**src/rtl/process_ready_queue_selector_unit_macros.svh**
```systemverilog
// Assertion macros for the process ready-queue selector.
`ifndef PROCESS_READY_QUEUE_SELECTOR_UNIT_MACROS_SVH
`define PROCESS_READY_QUEUE_SELECTOR_UNIT_MACROS_SVH
`ifndef SYNTHESIS
// Same-cycle implication, disabled during reset.
`define PRQS_ASSERT_NOW(lbl, clk, rstn, ante, cons) \
    lbl: assert property (@(posedge clk) disable iff (!rstn) (ante) |-> (cons)) \
        else $error("prqs: check failed");
// Next-cycle implication, disabled during reset.
`define PRQS_ASSERT_NEXT(lbl, clk, rstn, ante, cons) \
    lbl: assert property (@(posedge clk) disable iff (!rstn) (ante) |=> (cons)) \
        else $error("prqs: check failed");
`else
`define PRQS_ASSERT_NOW(lbl, clk, rstn, ante, cons)
`define PRQS_ASSERT_NEXT(lbl, clk, rstn, ante, cons)
`endif
`endif

```
**src/rtl/prqs_pkg.sv**
```systemverilog
// Shared types and constants for the process ready-queue selector.
package prqs_pkg;

    localparam int DEPTH_DEF = 16;
    localparam int ID_W      = 8;
    localparam int PRIO_W    = 8;
    localparam int TIME_W    = 16;
    localparam int CNT_W     = 5;

    // priority value that a highest-priority select never picks
    localparam logic signed [PRIO_W-1:0] PRIO_NONE = 8'sh80;

    typedef enum logic [3:0] {
        A_INSERT       = 4'd0,
        A_POP          = 4'd1,
        A_REMOVE       = 4'd2,
        A_EARLIEST     = 4'd3,
        A_SHORTEST     = 4'd4,
        A_HIGHEST      = 4'd5,
        A_SHORTEST_ARR = 4'd6,
        A_HIGHEST_ARR  = 4'd7,
        A_PEEK         = 4'd8
    } t_action;

    typedef enum logic [1:0] {
        ST_OK   = 2'd0,
        ST_NONE = 2'd1,
        ST_FULL = 2'd2
    } t_status;

    typedef struct packed {
        logic [TIME_W-1:0]        arrival;
        logic [TIME_W-1:0]        remaining;
        logic signed [PRIO_W-1:0] prio;
        logic [ID_W-1:0]          id;
    } t_entry;

    typedef enum logic [1:0] {
        S_IDLE,
        S_SCAN,
        S_SHIFT,
        S_EMIT
    } t_state;

endpackage

```
**src/rtl/prqs_pick.sv**
```systemverilog
// Select comparator: decides whether a scanned entry beats the current best.
module prqs_pick (
    input  prqs_pkg::t_action          i_action,
    input  logic [prqs_pkg::TIME_W-1:0] i_now,
    input  prqs_pkg::t_entry           i_cand,
    input  prqs_pkg::t_entry           i_best,
    input  logic                       i_best_valid,
    output logic                       o_take
);

    logic arrived;
    logic less_arrival;
    logic less_remaining;
    logic more_prio;
    logic prio_ok;

    assign arrived        = i_cand.arrival <= i_now;
    // strict compares: ties keep the entry nearer the head
    assign less_arrival   = !i_best_valid || (i_cand.arrival < i_best.arrival);
    assign less_remaining = !i_best_valid || (i_cand.remaining < i_best.remaining);
    assign more_prio      = !i_best_valid || ($signed(i_cand.prio) > $signed(i_best.prio));
    assign prio_ok        = i_cand.prio != prqs_pkg::PRIO_NONE;

    always_comb begin
        case (i_action)
            prqs_pkg::A_EARLIEST:     o_take = less_arrival;
            prqs_pkg::A_SHORTEST:     o_take = less_remaining;
            prqs_pkg::A_HIGHEST:      o_take = prio_ok && more_prio;
            prqs_pkg::A_SHORTEST_ARR: o_take = arrived && less_remaining;
            prqs_pkg::A_HIGHEST_ARR:  o_take = arrived && prio_ok && more_prio;
            default:                  o_take = 1'b0;
        endcase
    end

endmodule

```
**src/rtl/process_ready_queue_selector_unit.sv**
```systemverilog
// Top level of the process ready-queue selector: table memory, sequencer and stream ports.
//
// Keeps an ordered table of up to DEPTH process entries (id, signed priority,
// remaining time, arrival time) in one synchronous memory, head at address 0.
// Each request carries one action in s_axis_tuser and gives exactly one result.
// Insert appends at the tail (status full when no room); pop and peek return the
// head; remove deletes the first entry with the given id; the selects scan for
// the earliest arrival, the least remaining time or the highest priority, the
// last two optionally only among entries already arrived. Ties go to the entry
// nearer the head. Requests are handled one at a time. The single memory read
// port is walked by the scan one entry per cycle, and the close-up after
// pop/remove moves each later entry down one slot per cycle. The finished
// result sits in an output register, so the next request is taken while the
// previous result still waits on m_axis_tready.
`include "process_ready_queue_selector_unit_macros.svh"

module process_ready_queue_selector_unit #(
    parameter int DEPTH = prqs_pkg::DEPTH_DEF
) (
    input  logic        i_clk,
    input  logic        i_rst_n,
    // request channel
    input  logic        s_axis_tvalid,
    output logic        s_axis_tready,
    // [7:0] process_id, [15:8] priority_req, [31:16] run_time,
    // [47:32] arrival_time, [63:48] current_time
    input  logic [63:0] s_axis_tdata,
    // [3:0] action
    input  logic [3:0]  s_axis_tuser,
    // result channel
    output logic        m_axis_tvalid,
    input  logic        m_axis_tready,
    // [7:0] result_id, [15:8] result_priority, [31:16] result_remaining,
    // [47:32] result_arrival, [52:48] entry_count, [55:53] zero
    output logic [55:0] m_axis_tdata,
    // [1:0] status
    output logic [1:0]  m_axis_tuser
);

    localparam int AW    = $clog2(DEPTH);
    localparam int CW    = $clog2(DEPTH + 1);
    localparam int CMPW  = AW + 2;           // common width for index/count compares
    localparam int CNT_W = prqs_pkg::CNT_W;

    // sequencer state
    prqs_pkg::t_state  r_state, n_state;
    logic [CW-1:0]     r_occ, n_occ;
    logic [AW-1:0]     r_idx, n_idx;         // entry whose data is in r_rd_data while scanning
    prqs_pkg::t_action r_action, n_action;
    logic [prqs_pkg::ID_W-1:0]   r_pid, n_pid;
    logic [prqs_pkg::TIME_W-1:0] r_now, n_now;
    prqs_pkg::t_entry  r_best, n_best;
    logic              r_best_valid, n_best_valid;
    prqs_pkg::t_status r_status, n_status;

    // table memory
    prqs_pkg::t_entry  mem [DEPTH];
    prqs_pkg::t_entry  r_rd_data;
    logic              mem_we;
    logic [AW-1:0]     mem_waddr;
    prqs_pkg::t_entry  mem_wdata;
    logic [AW-1:0]     mem_raddr;

    // output register
    logic              r_out_valid;
    prqs_pkg::t_status r_out_status;
    prqs_pkg::t_entry  r_out_entry;
    logic [CNT_W-1:0]  r_out_count;

    // request unpacking and helpers
    logic                        in_acc;
    prqs_pkg::t_action           in_action;
    prqs_pkg::t_entry            in_entry;
    logic [prqs_pkg::TIME_W-1:0] in_now;
    logic                        out_free;
    logic [AW:0]                 idx_p1;
    logic [AW:0]                 idx_p2;
    logic                        scan_last;
    logic                        shift_more;
    logic                        occ_full;
    logic                        is_scan;
    logic                        id_match;
    logic                        take;

    assign s_axis_tready = (r_state == prqs_pkg::S_IDLE);
    assign in_acc        = s_axis_tvalid && s_axis_tready;
    assign in_action     = prqs_pkg::t_action'(s_axis_tuser);
    assign in_entry      = prqs_pkg::t_entry'(s_axis_tdata[47:0]);
    assign in_now        = s_axis_tdata[63:48];

    assign out_free   = !r_out_valid || m_axis_tready;
    assign idx_p1     = {1'b0, r_idx} + (AW + 1)'(1);
    assign idx_p2     = {1'b0, r_idx} + (AW + 1)'(2);
    assign scan_last  = CMPW'(idx_p1) == CMPW'(r_occ);
    // during close-up, entry r_idx+1 exists and must move down
    assign shift_more = CMPW'(idx_p1) < CMPW'(r_occ);
    assign occ_full   = CMPW'(r_occ) >= CMPW'(DEPTH);
    assign is_scan    = (r_occ != '0) &&
                        (in_action inside {[prqs_pkg::A_POP : prqs_pkg::A_PEEK]});
    assign id_match   = r_rd_data.id == r_pid;

    prqs_pick u_pick (
        .i_action     (r_action),
        .i_now        (r_now),
        .i_cand       (r_rd_data),
        .i_best       (r_best),
        .i_best_valid (r_best_valid),
        .o_take       (take)
    );

    // next state
    always_comb begin
        n_state = r_state;
        case (r_state)
            prqs_pkg::S_IDLE: begin
                if (in_acc) begin
                    n_state = is_scan ? prqs_pkg::S_SCAN : prqs_pkg::S_EMIT;
                end
            end
            prqs_pkg::S_SCAN: begin
                case (r_action)
                    prqs_pkg::A_POP:    n_state = prqs_pkg::S_SHIFT;
                    prqs_pkg::A_PEEK:   n_state = prqs_pkg::S_EMIT;
                    prqs_pkg::A_REMOVE: begin
                        if (id_match) begin
                            n_state = prqs_pkg::S_SHIFT;
                        end else if (scan_last) begin
                            n_state = prqs_pkg::S_EMIT;
                        end
                    end
                    default: begin
                        if (scan_last) begin
                            n_state = prqs_pkg::S_EMIT;
                        end
                    end
                endcase
            end
            prqs_pkg::S_SHIFT: begin
                if (!shift_more) begin
                    n_state = prqs_pkg::S_EMIT;
                end
            end
            prqs_pkg::S_EMIT: begin
                if (out_free) begin
                    n_state = prqs_pkg::S_IDLE;
                end
            end
            default: n_state = prqs_pkg::S_IDLE;
        endcase
    end

    // datapath and memory control
    always_comb begin
        n_occ        = r_occ;
        n_idx        = r_idx;
        n_action     = r_action;
        n_pid        = r_pid;
        n_now        = r_now;
        n_best       = r_best;
        n_best_valid = r_best_valid;
        n_status     = r_status;
        mem_we       = 1'b0;
        mem_waddr    = r_idx;
        mem_wdata    = r_rd_data;
        mem_raddr    = idx_p1[AW-1:0];
        case (r_state)
            prqs_pkg::S_IDLE: begin
                mem_raddr = '0;                  // head, for any scan that follows
                if (in_acc) begin
                    n_action     = in_action;
                    n_pid        = in_entry.id;
                    n_now        = in_now;
                    n_idx        = '0;
                    n_best_valid = 1'b0;
                    n_status     = prqs_pkg::ST_NONE;
                    if (in_action == prqs_pkg::A_INSERT) begin
                        if (occ_full) begin
                            n_status = prqs_pkg::ST_FULL;
                        end else begin
                            mem_we    = 1'b1;
                            mem_waddr = r_occ[AW-1:0];
                            mem_wdata = in_entry;
                            n_occ     = r_occ + CW'(1);
                            n_status  = prqs_pkg::ST_OK;
                        end
                    end
                end
            end
            prqs_pkg::S_SCAN: begin
                case (r_action)
                    prqs_pkg::A_POP, prqs_pkg::A_PEEK: begin
                        n_best       = r_rd_data;
                        n_best_valid = 1'b1;
                        n_status     = prqs_pkg::ST_OK;
                    end
                    prqs_pkg::A_REMOVE: begin
                        if (id_match) begin
                            n_best       = r_rd_data;
                            n_best_valid = 1'b1;
                            n_status     = prqs_pkg::ST_OK;
                        end else begin
                            n_idx = idx_p1[AW-1:0];
                        end
                    end
                    default: begin
                        if (take) begin
                            n_best       = r_rd_data;
                            n_best_valid = 1'b1;
                        end
                        if (scan_last) begin
                            n_status = (r_best_valid || take) ? prqs_pkg::ST_OK
                                                              : prqs_pkg::ST_NONE;
                        end
                        n_idx = idx_p1[AW-1:0];
                    end
                endcase
            end
            prqs_pkg::S_SHIFT: begin
                // r_rd_data holds entry r_idx+1; write it to r_idx, fetch r_idx+2
                mem_raddr = idx_p2[AW-1:0];
                if (shift_more) begin
                    mem_we    = 1'b1;
                    mem_waddr = r_idx;
                    mem_wdata = r_rd_data;
                    n_idx     = idx_p1[AW-1:0];
                end else begin
                    n_occ = r_occ - CW'(1);
                end
            end
            default: begin
            end
        endcase
    end

    // table memory, one write and one registered read per cycle
    always_ff @(posedge i_clk) begin
        if (mem_we) begin
            mem[mem_waddr] <= mem_wdata;
        end
        r_rd_data <= mem[mem_raddr];
    end

    // control registers
    always_ff @(posedge i_clk) begin
        if (!i_rst_n) begin
            r_state     <= prqs_pkg::S_IDLE;
            r_occ       <= '0;
            r_out_valid <= 1'b0;
        end else begin
            r_state <= n_state;
            r_occ   <= n_occ;
            if (r_state == prqs_pkg::S_EMIT && out_free) begin
                r_out_valid <= 1'b1;
            end else if (m_axis_tready) begin
                r_out_valid <= 1'b0;
            end
        end
    end

    // payload registers
    always_ff @(posedge i_clk) begin
        r_idx        <= n_idx;
        r_action     <= n_action;
        r_pid        <= n_pid;
        r_now        <= n_now;
        r_best       <= n_best;
        r_best_valid <= n_best_valid;
        r_status     <= n_status;
        if (r_state == prqs_pkg::S_EMIT && out_free) begin
            r_out_status <= r_status;
            // only a reported entry shows its fields; everything else reads zero
            r_out_entry  <= r_best_valid ? r_best : '0;
            r_out_count  <= CNT_W'(r_occ);
        end
    end

    assign m_axis_tvalid = r_out_valid;
    assign m_axis_tdata  = {3'b000, r_out_count, r_out_entry};
    assign m_axis_tuser  = r_out_status;

    `PRQS_ASSERT_NOW(a_occ_bound, i_clk, i_rst_n, 1'b1, CMPW'(r_occ) <= CMPW'(DEPTH))
    `PRQS_ASSERT_NEXT(a_insert_grows, i_clk, i_rst_n,
        in_acc && (in_action == prqs_pkg::A_INSERT) && !occ_full,
        r_occ == $past(r_occ) + CW'(1))
    `PRQS_ASSERT_NOW(a_shift_in_range, i_clk, i_rst_n,
        (r_state == prqs_pkg::S_SHIFT) && mem_we, CMPW'(idx_p1) < CMPW'(r_occ))
    `PRQS_ASSERT_NOW(a_result_from_emit, i_clk, i_rst_n,
        $rose(m_axis_tvalid), $past(r_state) == prqs_pkg::S_EMIT)
    `PRQS_ASSERT_NEXT(a_emit_delivers, i_clk, i_rst_n,
        (r_state == prqs_pkg::S_EMIT) && out_free,
        m_axis_tvalid && (r_state == prqs_pkg::S_IDLE))

endmodule

```
**config.mk**
```make
export PLATFORM = sky130hd
export DESIGN_NAME = process_ready_queue_selector_unit
export DESIGN_NICKNAME = d
export VERILOG_FILES = /design/src/rtl/prqs_pkg.sv /design/src/rtl/prqs_pick.sv /design/src/rtl/process_ready_queue_selector_unit.sv
export VERILOG_INCLUDE_DIRS = /design/src /design/src/rtl
export SDC_FILE = /design/constraint.sdc
export NUM_CORES = 1
export LEC_CHECK = 0
export ABC_AREA = 1
export BUFFER_PORTS_ARGS = -buffer_cell sky130_fd_sc_hd__buf_2
export CAP_MARGIN = 20
export CELL_PAD_IN_SITES_DETAIL_PLACEMENT = 0
export CELL_PAD_IN_SITES_GLOBAL_PLACEMENT = 2
export CORE_MARGIN = 2
export CORE_UTILIZATION = 43
export DETAILED_ROUTE_END_ITERATION = 8
export PLACE_DENSITY = 0.77
export RECOVER_POWER = 25
export SLEW_MARGIN = 20
export SYNTH_ARGS = -nofsm -noshare
export SYNTH_HDL_FRONTEND = slang
export SYNTH_SLANG_ARGS = --single-unit
```
**constraint.sdc**
```tcl
create_clock -name i_clk -period 6.2 [get_ports i_clk]
set_clock_uncertainty 0.15 [all_clocks]
set_input_delay 0.62 -clock i_clk [delete_from_list [all_inputs] [get_ports i_clk]]
set_output_delay 0.62 -clock i_clk [all_outputs]
set_load 0.01 [all_outputs]
```
==> summary.txt <==
Cells and area
  • Final nets: 3496
  • Final cell count without fillers: 4630
  • Layout cell share with drive strength beyond 1: 8.539%
  • # fillers: 8102
  • Layout area overhead: 13.89%

Timing
  • Fin crit share: 72.30%
  • Max Freq: 223.1 MHz
  • Hold Fails Final Rpt: 0
  • Rel. slew slack: -37.27%
  • Final Max Slew Viols: 96
  • RSZ-0062 raised after global routing: false
  • Slew @ Worst Pin: 2.059 ns
  • Period minus WS final: 4.482 ns
  • Setup TNS: 0 ns
  • Setup violators final: 0

Worst setup path
  • Critical R2R Launch: r_idx[1]
  • Worst setup path endpoint: mem[1][42]
  • R2r setup slk: 1.84 ns
  • CP Data Required Time: 6.40 ns
  • Largest fanout on the critical path: 25
  • CP startpoint kind: primary input
  • Reg2reg end: mem[1][42]
  • Data arrival, critical path: 4.68 ns
  • Cells on worst reg2reg path: 14
  • Worst Setup Path Type: primary input to flop
  • CP Capture Type: flop
  • CP startpoint: s_axis_tuser[2]

Route
  • Post-DR vias/cell: 5.232
  • WL/cell: 20.52 µm
  • Iter 0 DRT Violations: 2126
  • Routed wire length: 95020 µm
  • Pre-Repair DR Iteration Count: 5
  • # DRC: 0
  • Detailed-route via count: 24224
  • ANT nets after route: 0

Power and ir drop
  • Maximum vdd drop: 520.7 µV
  • PD cells: 513.5 nW/µm²
  • P_leak: 17.05 nW
  • Total power: 23.25 mW

Clocking
  • CTS root buffer: clkbuf_16
  • CTS tree: built
  • Post-CTS Resized: 0
  • Worst-Skew Late Latency: 0.68 ns
  • Max clock buf depth: 3
  • H-tree Lvls: 3
  • Clk pin slew, worst setup/hold paths: 0.05 ns
  • Clock sinks: 962
  • Inserted Clock Buffers: 101

Synth
  • Syn Std Cell Area: 39750 µm²
  • Commonest cells in the netlist: 906 x edfxtp_1, 544 x inv_1, 416 x nand2_1
  • Count leader, synth: edfxtp_1
  • Flops & latches, synth: 962
  • Leading area contributor after synthesis: edfxtp_1
  • Post-synth EDFFs: 906
  • Syn Inst Count: 3217
  • Post-synthesis sequential area ratio: 71.27%
  • Most area-consuming cells after synthesis: edfxtp_1 68%, inv_1 5.1%, a21oi_1 4.2%
  • Yosys cell types: 36
  • Top cell type's share of synthesized area: 68.45%
  • Ys flop type: edfxtp_1
  • Avg Cell Area, Syn: 12.35 µm²
  • Synth warn: 0
  • Async set or reset register ratio after synthesis: 0%

Global route
  • Largest net degree at the start of global routing: 219
  • Vias in the first global route: 23715
  • Gr ovfl total: 0
  • First-pass GRT wire length: 143700 µm
  • GRT Total Usage: 20.10%
  • Initial antenna violation count: 3

Die
  • Initial Utilization: 43.36%
  • Ports: 132
  • Std-Cell Rows: 111
  • Core Box Area: 91660 µm²
  • Die Ht: 308.0 µm
  • Die area: 94880 µm²
  • Die outline width: 308.0 µm

Place
  • IO buf count: 128
  • Post-DP HPWL: 55500 µm
  • Final RePlAce weighted congestion: 0.7871
  • Dpl cells: 4410

Run
  • Max-cap violations: 3

Status
  • Failing checks: capacitance limit, slew limit
  • Outcome: finished, violations left

Hold path
  • HP Class: primary input to flop
area by class of cell:
cell class | count | area, µm² | share of cell area, %
Timing Repair Buffer | 211 | 1356 | 2.996
Antenna cell | 1 | 2.502 | 0.005528
Inverter | 549 | 2068 | 4.569
Clock buffer | 130 | 2666 | 5.890
Sequential cell | 962 | 28330 | 62.58
Clock inverter | 61 | 656.9 | 1.451
Multi-Input combinational cell | 1530 | 8706 | 19.23
Tap cell | 1186 | 1484 | 3.278
registers in the layout (all words and copies together) (netlist names), 5 cells and up:
name,count
r_best,48
r_now,16
mem,768
m_axis_tdata,48
r_out_count,5
r_rd_data,48
r_pid,8
r_occ,5
stage by stage:
step           utilization (%)  setup WS [ns]  hold slack [ns]  instance area, µm²
2_1_floorplan                -          1.638           0.2503               39750
3_3_place_gp             45.54          1.931           0.2534               41740
3_5_place_dp             45.59          1.863           0.2545               41790
4_1_cts                  49.52          1.899          0.07303               45390
5_1_grt                  49.38          1.440          0.09996               45260
6_report                 49.38          1.718          0.09074               45270
report_power, final:
part	switching (mW)	total (mW)	internal, mW
clock network	2.52	6.04	3.52
registers	0.349	8.99	8.64
logic	5.79	8.21	2.42
total	8.67	23.2	14.6
worst max-delay path: stages:
cell and delay [ns]:
dlygate4sd3_1 0.54, clkbuf_1 0.10, or3_1 0.39, nor2_1 0.21
nand2_2 0.10, inv_1 0.58, o21ai_0 0.35, inv_1 0.16
nand3_1 0.33, nor2_4 0.89, buf_4 0.39
metal layers:
layer  up-vias  share of wire (%)  track usage [%]
li1      11646                  -                -
met1     11908                 45            28.01
met2       561                 47            32.80
met3       109                5.6            3.188
met4         0                1.8            5.434
met5         -                  0                0
worst min-delay path by stage:
stage | cells after the start | slack, ns | start | endpoint
2_1_floorplan | 0 | 0.25 | r_status[0] | m_axis_tuser[0]
3_3_place_gp | 0 | 0.25 | r_status[1] | m_axis_tuser[1]
3_5_place_dp | 0 | 0.25 | r_status[1] | m_axis_tuser[1]
4_1_cts | 3 | 0.07 | i_rst_n | r_occ[4]
5_1_grt | 3 | 0.1 | i_rst_n | r_occ[1]
6_report | 4 | 0.09 | m_axis_tready | m_axis_tvalid
cells in the final DEF (no fill, tap or decap), types with 56 or more instances in the layout:
cell and n:
clkbuf_16 101, dfxtp_1 56, inv_1 544, nand3_1 117, a21oi_1 331, o21a_1 98, ha_1 68, o311ai_1 94
buf_2 61, nand2_1 415, o211ai_1 96, o21ai_0 219, clkbuf_1 98, edfxtp_1 906
repair_timing:
action | 4_1_cts | 5_1_grt
hold endpoints to repair | 28 | 0
hold buffers | 28 | 0
setup buffers | 0 | 0
kinds of logic (layout without fill, tap and decap cells):
logic type	Yosys count	in the layout	share of synthesized area [%]
and+or+nand+nor	594	594	6.088
xor gates and xnor gates	12	12	0.2645
DFF	962	962	71.27
other	1	4	0.009435
buffers and inverters	727	951	7.256
AOI/OAI and AO/OA	852	852	12.92
adders and majority gates	69	69	2.191
(Power assumes the default switching activity.)
